**src/rtl/core/avcl2s_pkg.sv**
```systemverilog
// Types and constants of the length-prefix to start-code converter.
`default_nettype none
package avcl2s_pkg;

   localparam int RecordCountBitsDefault = 24;
   localparam int LeftW = 24;

   localparam logic [LeftW-1:0] CfgMinBytes   = LeftW'(6);
   localparam logic [2:0]       LenSizeDefault = 3'd4;
   localparam logic [2:0]       ParamLenSize   = 3'd2;
   localparam logic [2:0]       HdrIdxLenSize  = 3'd4;
   localparam logic [2:0]       HdrIdxSpsCount = 3'd5;
   localparam logic [7:0]       SpsCountMask   = 8'h1f;
   localparam logic [7:0]       StartCodeZero  = 8'h00;
   localparam logic [7:0]       StartCodeOne   = 8'h01;
   localparam logic [1:0]       StartCodeLast  = 2'd3;

   typedef enum logic [1:0] {
      KIND_DATA      = 2'd0,
      KIND_NAL_BIG   = 2'd1,
      KIND_CFG_SHORT = 2'd2
   } result_kind_type;

   typedef enum logic [3:0] {
      PH_IDLE      = 4'd0,
      PH_CFG_HEAD  = 4'd1,
      PH_LEN_FRAME = 4'd2,
      PH_PAY_FRAME = 4'd3,
      PH_LEN_SPS   = 4'd4,
      PH_PAY_SPS   = 4'd5,
      PH_PPS_COUNT = 4'd6,
      PH_LEN_PPS   = 4'd7,
      PH_PAY_PPS   = 4'd8,
      PH_SKIP      = 4'd9
   } phase_type;

   // One entry of the output queue: a single result or a four-byte start code.
   typedef struct packed {
      logic            start;
      logic [7:0]      data;
      result_kind_type kind;
   } desc_type;

endpackage
`default_nettype wire

```
**src/rtl/core/avc_length_prefix_to_start_code.sv**
```systemverilog
// Top level: converts length-prefixed NAL records to a start-code byte stream.
//
//  channel | dir | tdata                          | tuser                         | tlast
//  req_    | in  | [7:0] in_byte, [31:8] bytes_left | [0] first_of_record, [1] kind | -
//  rsp_    | out | [7:0] out_byte                 | [1:0] result_kind, [2] start  | last_of_run
//
//  An input item is parsed in the cycle it is accepted; the parser state is
//  updated at once and its results enter a two-entry output queue.
//  One item per cycle while req_tready is high; an item that ends a length
//  field puts a start code in the output register until its four bytes are taken.
//  reset is synchronous and clears the parser and both queue entries.
//  req_tready drops only while the second queue entry is occupied.
`default_nettype none
module avc_length_prefix_to_start_code
   import avcl2s_pkg::*;
#(
   parameter int RECORD_COUNT_BITS = RecordCountBitsDefault
) (
   input  wire logic        clock,
   input  wire logic        reset,
   input  wire logic        req_tvalid,
   output logic             req_tready,
   input  wire logic [31:0] req_tdata,   // [7:0] in_byte, [31:8] bytes_left
   input  wire logic [1:0]  req_tuser,   // [0] first_of_record, [1] record_kind
   output logic             rsp_tvalid,
   input  wire logic        rsp_tready,
   output logic [7:0]       rsp_tdata,   // [7:0] out_byte
   output logic [2:0]       rsp_tuser,   // [1:0] result_kind, [2] is_start_code
   output logic             rsp_tlast
);

   localparam int CntW = (RECORD_COUNT_BITS < LeftW) ? RECORD_COUNT_BITS : LeftW;
   localparam logic [LeftW-1:0] LeftMask = LeftW'((33'(1) << CntW) - 33'(1));

   // parser state
   phase_type        phase_ff, phase_in;
   logic [2:0]       lfs_ff, lfs_in;
   logic [31:0]      acc_ff, acc_in;
   logic [2:0]       lbs_ff, lbs_in;
   logic [LeftW-1:0] pay_ff, pay_in;
   logic [2:0]       hidx_ff, hidx_in;
   logic [7:0]       psl_ff, psl_in;

   // output queue
   logic       act_valid_ff, act_valid_in;
   desc_type   act_ff, act_in;
   logic [1:0] beat_ff, beat_in;
   logic       pend_valid_ff, pend_valid_in;
   desc_type   pend_ff, pend_in;

   logic             accept;
   logic [7:0]       b;
   logic [LeftW-1:0] left;
   logic             first;
   logic             cfg;
   logic             emit;
   desc_type         new_desc;
   logic             done;
   logic [2:0]       size;
   logic             finishing;
   logic             act_free;

   assign req_tready = !pend_valid_ff;
   assign accept     = req_tvalid && req_tready;
   assign b          = req_tdata[7:0];
   assign first      = req_tuser[0];
   assign cfg        = req_tuser[1];

   always_comb begin
      left = req_tdata[31:8] & LeftMask;
      if (left == '0) begin
         left = LeftW'(1);
      end
   end

   always_comb begin
      phase_in = phase_ff;
      lfs_in   = lfs_ff;
      acc_in   = acc_ff;
      lbs_in   = lbs_ff;
      pay_in   = pay_ff;
      hidx_in  = hidx_ff;
      psl_in   = psl_ff;
      emit     = 1'b0;
      new_desc = '{start: 1'b0, data: 8'h00, kind: KIND_DATA};
      done     = 1'b0;
      size     = ParamLenSize;

      if (first) begin
         lbs_in  = '0;
         acc_in  = '0;
         pay_in  = '0;
         hidx_in = '0;
         psl_in  = '0;
         if (cfg) begin
            if (left < CfgMinBytes) begin
               emit          = 1'b1;
               new_desc.kind = KIND_CFG_SHORT;
               phase_in      = PH_SKIP;
            end else begin
               phase_in = PH_CFG_HEAD;
            end
         end else begin
            phase_in = PH_LEN_FRAME;
         end
      end

      case (phase_in)
         PH_CFG_HEAD: begin
            if (hidx_in == HdrIdxLenSize) begin
               lfs_in = 3'(b[1:0]) + 3'd1;
            end
            if (hidx_in == HdrIdxSpsCount) begin
               psl_in   = b & SpsCountMask;
               phase_in = (psl_in != '0) ? PH_LEN_SPS : PH_PPS_COUNT;
               lbs_in   = '0;
            end
            hidx_in = hidx_in + 3'd1;
         end
         PH_LEN_FRAME, PH_LEN_SPS, PH_LEN_PPS: begin
            size = (phase_in == PH_LEN_FRAME) ? lfs_in : ParamLenSize;
            if (lbs_in == '0 && LeftW'(size) > left) begin
               // length field would run past the record end
               phase_in = PH_SKIP;
            end else begin
               if (lbs_in == '0) begin
                  acc_in = '0;
               end
               acc_in = {acc_in[23:0], b};
               lbs_in = lbs_in + 3'd1;
               if (lbs_in >= size) begin
                  lbs_in = '0;
                  emit   = 1'b1;
                  if (acc_in > 32'(left - LeftW'(1))) begin
                     new_desc.kind = KIND_NAL_BIG;
                     phase_in      = PH_SKIP;
                  end else begin
                     new_desc.start = 1'b1;
                     pay_in         = acc_in[LeftW-1:0];
                     if (acc_in == '0) begin
                        done = 1'b1;
                     end else begin
                        case (phase_in)
                           PH_LEN_FRAME: phase_in = PH_PAY_FRAME;
                           PH_LEN_SPS:   phase_in = PH_PAY_SPS;
                           default:      phase_in = PH_PAY_PPS;
                        endcase
                     end
                  end
               end
            end
         end
         PH_PAY_FRAME, PH_PAY_SPS, PH_PAY_PPS: begin
            emit          = 1'b1;
            new_desc.data = b;
            pay_in        = pay_in - LeftW'(1);
            done          = (pay_in == '0);
         end
         PH_PPS_COUNT: begin
            psl_in   = b;
            phase_in = (b != '0) ? PH_LEN_PPS : PH_SKIP;
            lbs_in   = '0;
         end
         default: begin
         end
      endcase

      // unit fully emitted: pick what follows it
      if (done) begin
         case (phase_in)
            PH_LEN_FRAME, PH_PAY_FRAME: phase_in = PH_LEN_FRAME;
            PH_LEN_SPS, PH_PAY_SPS: begin
               psl_in   = psl_in - 8'd1;
               phase_in = (psl_in != '0) ? PH_LEN_SPS : PH_PPS_COUNT;
            end
            default: begin
               psl_in   = psl_in - 8'd1;
               phase_in = (psl_in != '0) ? PH_LEN_PPS : PH_SKIP;
            end
         endcase
         lbs_in = '0;
         acc_in = '0;
      end

      if (left <= LeftW'(1)) begin
         phase_in = PH_IDLE;
      end
   end

   // output side
   assign rsp_tvalid = act_valid_ff;
   assign rsp_tdata  = act_ff.start ?
                       ((beat_ff == StartCodeLast) ? StartCodeOne : StartCodeZero) : act_ff.data;
   assign rsp_tuser  = {act_ff.start, act_ff.start ? KIND_DATA : act_ff.kind};
   assign rsp_tlast  = !act_ff.start || (beat_ff == StartCodeLast);
   assign finishing  = act_valid_ff && rsp_tready && rsp_tlast;
   assign act_free   = !act_valid_ff || finishing;

   always_comb begin
      act_valid_in  = act_valid_ff;
      act_in        = act_ff;
      beat_in       = beat_ff;
      pend_valid_in = pend_valid_ff;
      pend_in       = pend_ff;
      if (act_valid_ff && rsp_tready && !rsp_tlast) begin
         beat_in = beat_ff + 2'd1;
      end
      if (act_free) begin
         beat_in = '0;
         if (pend_valid_ff) begin
            act_valid_in  = 1'b1;
            act_in        = pend_ff;
            pend_valid_in = 1'b0;
         end else if (accept && emit) begin
            act_valid_in = 1'b1;
            act_in       = new_desc;
         end else begin
            act_valid_in = 1'b0;
         end
      end else if (accept && emit) begin
         pend_valid_in = 1'b1;
         pend_in       = new_desc;
      end
   end

   always_ff @(posedge clock) begin
      if (reset) begin
         phase_ff      <= PH_IDLE;
         lfs_ff        <= LenSizeDefault;
         acc_ff        <= '0;
         lbs_ff        <= '0;
         pay_ff        <= '0;
         hidx_ff       <= '0;
         psl_ff        <= '0;
         act_valid_ff  <= 1'b0;
         pend_valid_ff <= 1'b0;
         beat_ff       <= '0;
      end else begin
         if (accept) begin
            phase_ff <= phase_in;
            lfs_ff   <= lfs_in;
            acc_ff   <= acc_in;
            lbs_ff   <= lbs_in;
            pay_ff   <= pay_in;
            hidx_ff  <= hidx_in;
            psl_ff   <= psl_in;
         end
         act_valid_ff  <= act_valid_in;
         pend_valid_ff <= pend_valid_in;
         beat_ff       <= beat_in;
      end
   end

   always_ff @(posedge clock) begin
      act_ff  <= act_in;
      pend_ff <= pend_in;
   end

endmodule
`default_nettype wire

```
**config.mk**
```make
export PLATFORM = sky130hd
export DESIGN_NAME = avc_length_prefix_to_start_code
export DESIGN_NICKNAME = d
export VERILOG_FILES = /design/src/rtl/core/avcl2s_pkg.sv /design/src/rtl/core/avc_length_prefix_to_start_code.sv
export SDC_FILE = /design/constraint.sdc
export NUM_CORES = 1
export LEC_CHECK = 0
export BUFFER_PORTS_ARGS = -buffer_cell sky130_fd_sc_hd__buf_4
export CELL_PAD_IN_SITES_DETAIL_PLACEMENT = 1
export CELL_PAD_IN_SITES_GLOBAL_PLACEMENT = 2
export CORE_ASPECT_RATIO = 1.5
export CORE_MARGIN = 8
export CORE_UTILIZATION = 35
export CTS_BUF_LIST = sky130_fd_sc_hd__clkbuf_16
export DETAILED_ROUTE_END_ITERATION = 7
export GPL_TIMING_DRIVEN = 0
export PLACE_DENSITY_LB_ADDON = 0.1
export RECOVER_POWER = 25
export SLEW_MARGIN = 40
export SYNTH_ARGS = -nofsm -noshare
export SYNTH_HDL_FRONTEND = slang
export SYNTH_SLANG_ARGS = --single-unit
export TNS_END_PERCENT = 30
```
**constraint.sdc**
```tcl
create_clock -name clock -period 5.75 [get_ports clock]
set_input_delay 0.2875 -clock clock [delete_from_list [all_inputs] [get_ports clock]]
set_output_delay 0.2875 -clock clock [all_outputs]
set_load 0.005 [all_outputs]
```
* After elaboration in Yosys (flattened, before gate mapping)
Cells that the tools add are included.
** Word-level totals
- Input bits :: 38
- Bits in registers :: 103
- Logic and storage cells :: 146
- Output and inout bits :: 14
** Operators by class
- Bitwise gates (word level) :: 1
- Reductions and logical operators :: 28
- Order comparisons :: 5
- Mux-type cells :: 74
- Add/subtract/negate cells :: 7
- Equality and inequality tests :: 15
** Operators with widths (count)
- $mux 24 :: 8
- $mux 32 :: 4
- $logic_not 24->1 :: 2
- $mux 4 :: 12
- $mux 8 :: 6
- $pmux 24 s2 :: 1
- $gt 32x32->1 :: 1
- $logic_not 32->1 :: 1
- $sub 24x1->25 const B :: 1
- $eq 4x3->1 const B :: 6
- $gt 3x24->1 :: 1
- $le 24x1->1 const B :: 1
- $lt 24x3->1 const B :: 1
- $mux 3 :: 8
- $reduce_bool 8->1 :: 3
- $sub 24x1->24 const B :: 1
- $mux 11 :: 2
- $mux 2 :: 10
- $eq 4x2->1 const B :: 4
- $mux 1 :: 16
- $pmux 4 s2 :: 2
- $pmux 8 s2 :: 1
- $pmux 4 s3 :: 1
- $pmux 3 s3 :: 1
- 20 further kinds :: 36

* Longest topological paths before layout
- Depth after elaboration :: 23
- Mapped depth :: 24
- Mapped depth without buffers :: 23

* Worst setup path before layout
No wires, ideal clock.
- Path kind :: input-to-reg
- From :: input port req_tdata[14]
- To :: register pay_ff[10]
- Buffers on the path :: 1
- Data required time :: 5.622 ns
- Setup time :: 0.128 ns
- Setup slack :: 0.843 ns
- Arrival :: 4.779 ns
- Stages on the path :: 23
- Path through :: or4_4 or4b_4 nor2_1 a21oi_1 ha_1 nand2_1 nor3_1 nand2_1 nor3_1 xnor2_1 ha_1 nand3_1 o221ai_1 a21o_1 a2111oi_0 o2bb2ai_1 nand2b_2 inv_2 nor3_4 or2b_2 buf_2 a21oi_1 nor2_1
** On the way
- Cells in the longest elaborated chain, start to end :: 12
** RTL lines
- start, declared :: line avc_length_prefix_to_start_code.sv:23 : input wire logic [31:0] req_tdata,
- $logic_not 24->1 :: line avc_length_prefix_to_start_code.sv:71 : if (left == '0) begin
- $mux 24 * :: line avc_length_prefix_to_start_code.sv:71
- $lt 24x3->1 :: line avc_length_prefix_to_start_code.sv:96 : if (left < CfgMinBytes) begin
- $mux 4 :: line avc_length_prefix_to_start_code.sv:96
- $mux 4 :: line avc_length_prefix_to_start_code.sv:95 : if (cfg) begin
- $mux 4 :: line avc_length_prefix_to_start_code.sv:89 : if (first) begin
- $eq 4x2->1 :: line avc_length_prefix_to_start_code.sv:108, avc_length_prefix_to_start_code.sv:121
- $mux 3 :: line avc_length_prefix_to_start_code.sv:121 : size = (phase_in == PH_LEN_FRAME) ? lfs_in : ParamLenSize;
- $gt 3x24->1 or $ge 3x3->1 (tied branches) :: line avc_length_prefix_to_start_code.sv:122, avc_length_prefix_to_start_code.sv:131
- $logic_and 1x1->1 or $mux 24 (tied branches) :: line avc_length_prefix_to_start_code.sv:122, avc_length_prefix_to_start_code.sv:131
- $mux 24 :: line avc_length_prefix_to_start_code.sv:122 : if (lbs_in == '0 && LeftW'(size) > left) begin
- $pmux 24 s2 * :: line avc_length_prefix_to_start_code.sv:108 : case (phase_in)
- end signal, assigned :: line avc_length_prefix_to_start_code.sv:244 : pay_ff <= pay_in;
- end, declared :: line avc_length_prefix_to_start_code.sv:40 : logic [LeftW-1:0] pay_ff, pay_in;
Mark *: on every way between the ends. The rest lies on a longest branch, timed or not.
A chain may end at the register's enable or synchronous reset.

* Worst setup path in the final report
- From :: input port req_tuser[0]
- To :: register psl_ff[6]
** On the way
- Cells in the longest elaborated chain, start to end :: 15
** RTL lines
- start, declared :: line avc_length_prefix_to_start_code.sv:24 : input wire logic [1:0] req_tuser,
- branches (longest 14 deep; another with $gt 32x32->1)
- $mux 8 * :: line avc_length_prefix_to_start_code.sv:169 : if (done) begin
- end signal, assigned :: line avc_length_prefix_to_start_code.sv:246 : psl_ff <= psl_in;
- end, declared :: line avc_length_prefix_to_start_code.sv:42 : logic [7:0] psl_ff, psl_in;
Every way passes the cells marked *. The select of a mux whose other input is x is not followed.

==> results.cfg <==
[outcome]
outcome = complete, no violations

[routing]
top_layer_used = met4
routed_wl_um = 28060
dr_wl_met3_um = 713
wl_met2_um = 14950
drtPass1Iterations = 4
wl_met1_um = 11520
drt_iter0_markers = 340
drc = 0
ant_nets = 0
avgViaCountPerCell = 5.689
vias = 7328
routedWlPerCell_um = 21.78

[synth]
synth_nets = 1035
ys_async_sr_fraction = 0
netlist_area_um2 = 7556
yosys-top-cells-count = 118 x nor2_1, 86 x nand2_1, 73 x dfxtp_1
ys_top_cells_by_area = dfxtp_1 19%, edfxtp_1 8.7%, ha_1 8.6%
yosysWarningCount = 0
avgSynthCellArea_um2 = 7.996
synth-main-ff-cell = dfxtp_1
synth_top_area_share = 0.1934
yosysMostFrequentCell = nor2_1
ys_seq_area_frac = 0.2808
yosysTopAreaCell = dfxtp_1
synth.distinct_cells = 90
synth-edff-count = 22
netlist_instances = 945
ys_seq_elements = 95

[timing]
post-route-period-util = 0.9346
fmax_mhz = 186.1
whs_ns = 0.2216
finClkSkew_ns = 0.01212
final_hold_viol_count = 0
tightest_slew_ns = 1.334
rsz0062_at_grt = false
fin_crit_ns = 5.374
final.setup.tns_ns = 0
max_slew_margin = 0.1035
setup_viol = 0
maxSlewViolCount = 0

[placed_design]
io_buffers = 51
place.gp.congestion = 0.8158
hpwl_um = 22030

[worst_setup_path]
crit_chain = buf_4 > clkinvlp_4 > buf_2 > clkbuf_2 > nand2_1 > ha_1 > a21oi_2 > clkbuf_2 > and2_1 > ha_1 > nand3_1 > o221ai_1 > a21o_1 > a2111oi_2 > o2bb2ai_2 > buf_4 > o21ai_0 > nand2_1 > clkbuf_1 > o311ai_1 > xor2_1 > a22o_1
crit_path_start_kind = primary input
critPathCaptureType = register
arrival_ns = 5.63
crit_path_max_incr_delay_ns = 0.42
worstPathRequired_ns = 6.00
path_max_fanout = 11
slowest_stage = o311ai_1
path_class = in -> reg

[global_route]
overflow = 0
grt_pass1_vias = 7872
grt_max_degree = 19
grt_pass1_wl_um = 44040
antenna_found_initial = 0
grt_use_total = 0.2139

[cells_and_area]
drive_above_1_share = 0.1358
area_growth_pct = 14.52
num-fill-cells = 2645
nNetsFinal = 1101
insertedDiodeCount = 0

[power_and_ir_drop]
peakVddDrop_mv = 0.1295
power_density_nw_per_um2 = 192.1
p_leak_uw = 0.003353

[floorplan]
die_area_um2 = 26640
std_cell_rows = 66
die_w_um = 136.0
fp.dieH_um = 196.0
initial_core_util = 0.3519
core-area_um2 = 21470
io_pins = 52

[clocking]
cts-buffers-inserted = 9
cts.sink_count = 95
cts_tree = yes
h-tree-depth = 3
cts_root_buffer = clkbuf_16
path_clk_slew_ns = 0.07
clock_path_buffers = 2
ctsHoldBuffers = 0
clk_latency_ns = 0.37

[flow_run]
maxCapViolations = 0

[worst_hold_path]
hold_path_class = in -> reg
[cells in the final DEF (no fill, tap or decap), types with 7 or more instances in the layout]
master	count
mux2_2	7
nor2b_1	16
inv_1	28
nand2b_1	10
nand2_1	86
o211ai_1	7
nand3_1	18
nor2_1	117
nor4_1	20
edfxtp_1	22
a31oi_1	7
o31ai_1	9
a21oi_1	59
nor3_1	28
clkbuf_4	14
a21o_1	10
a22oi_1	42
clkbuf_1	33
xor2_1	18
or3_1	7
mux2i_1	8
o21ai_0	45
ha_1	52
xnor2_1	28
nand4_1	15
buf_4	46
and2_1	28
clkbuf_16	9
dfxtp_1	73
a22o_1	9
[registers in the layout, indices dropped and copies added, names as in the netlist]
| register | count |
|---|---|
| acc_ff | 24 |
| pay_ff | 24 |
| pend_valid_ff | 1 |
| lfs_ff | 3 |
| rsp_tvalid | 1 |
| act_ff | 10 |
| phase_ff | 4 |
| pend_ff | 11 |
| psl_ff | 8 |
| hidx_ff | 3 |
| lbs_ff | 3 |
| rsp_tuser | 1 |
| beat_ff | 2 |
[per-layer routing]
layer / vias to the layer above / global-route usage
met5: - / 0
met4: 0 / 0.08126
met1: 3587 / 0.2346
met3: 42 / 0.02586
met2: 103 / 0.4031
li1: 3596 / -
[final cells by class]
cell class              instances  area, um2  share of cell area
plain buffers                  54      261.5             0.03022
repair buffers                 56      416.7             0.04815
multi-input cells             765       5104              0.5898
flip-flops and latches         95       2122              0.2452
clock inverters                 7      67.56            0.007808
clock buffers                   9      225.2             0.02603
inverters                      30      116.4             0.01345
well taps                     272      340.3             0.03933
[cell families after synthesis]
kind of cell / after synthesis / synth area share
AOI/OAI and AO/OA: 249 / 0.2300
xor gates and xnor gates: 46 / 0.05332
adders and majority gates: 52 / 0.08611
buffers and inverters: 85 / 0.04918
DFF: 95 / 0.2808
muxes: 15 / 0.02103
and+or+nand+nor: 403 / 0.2795
[through the flow]
stage	area (um2)	setup WS (ns)	total power (uW)	std cells	util
3_5_place_dp	8303	-1.746	1065	1269	0.3867
5_1_grt	8653	0.04340	1733	1288	0.4030
3_3_place_gp	8279	-1.664	1061	1268	0.3856
4_1_cts	8617	0.02857	1672	1285	0.4013
6_report	8653	0.3762	1663	1288	0.4030
2_1_floorplan	7556	0.8429	935.0	945	-
[what timing repair did]
item	CTS	global route
setup endpoints to repair	66	52
pin swaps	1	1
hold endpoints to repair	0	0
resized for setup	6	11
setup buffers	1	3
[final timing paths]
kind | cells after the start | slack, ns | end | startpoint
max reg2reg | 18 | 1.00 | psl_ff[6]$_SDFFE_PP0P_ | lbs_ff[0]$_SDFFE_PP0P_
min | 3 | 0.22 | beat_ff[1]$_SDFFE_PP0P_ | rsp_tready
min reg2reg | 2 | 0.48 | lbs_ff[2]$_SDFFE_PP0P_ | lbs_ff[2]$_SDFFE_PP0P_
max | 22 | 0.38 | psl_ff[6]$_SDFFE_PP0P_ | req_tuser[0]
[power by group]
part | total, uW | internal [uW] | switching, uW
registers | 699 | 690 | 8.65
clock network | 609 | 304 | 305
logic | 354 | 128 | 226
total | 1660 | 1120 | 540
[critical path, delay by kind of cell]
family | cells | cell delay, ns
buffers and inverters | 7 | 1.79
XOR/XNOR | 1 | 0.13
AND/OR/NAND/NOR | 4 | 0.74
AO/OA/AOI/OAI | 8 | 2.08
adder cells (fa/ha/maj) | 2 | 0.57
Power figures use the tool's default switching activity.
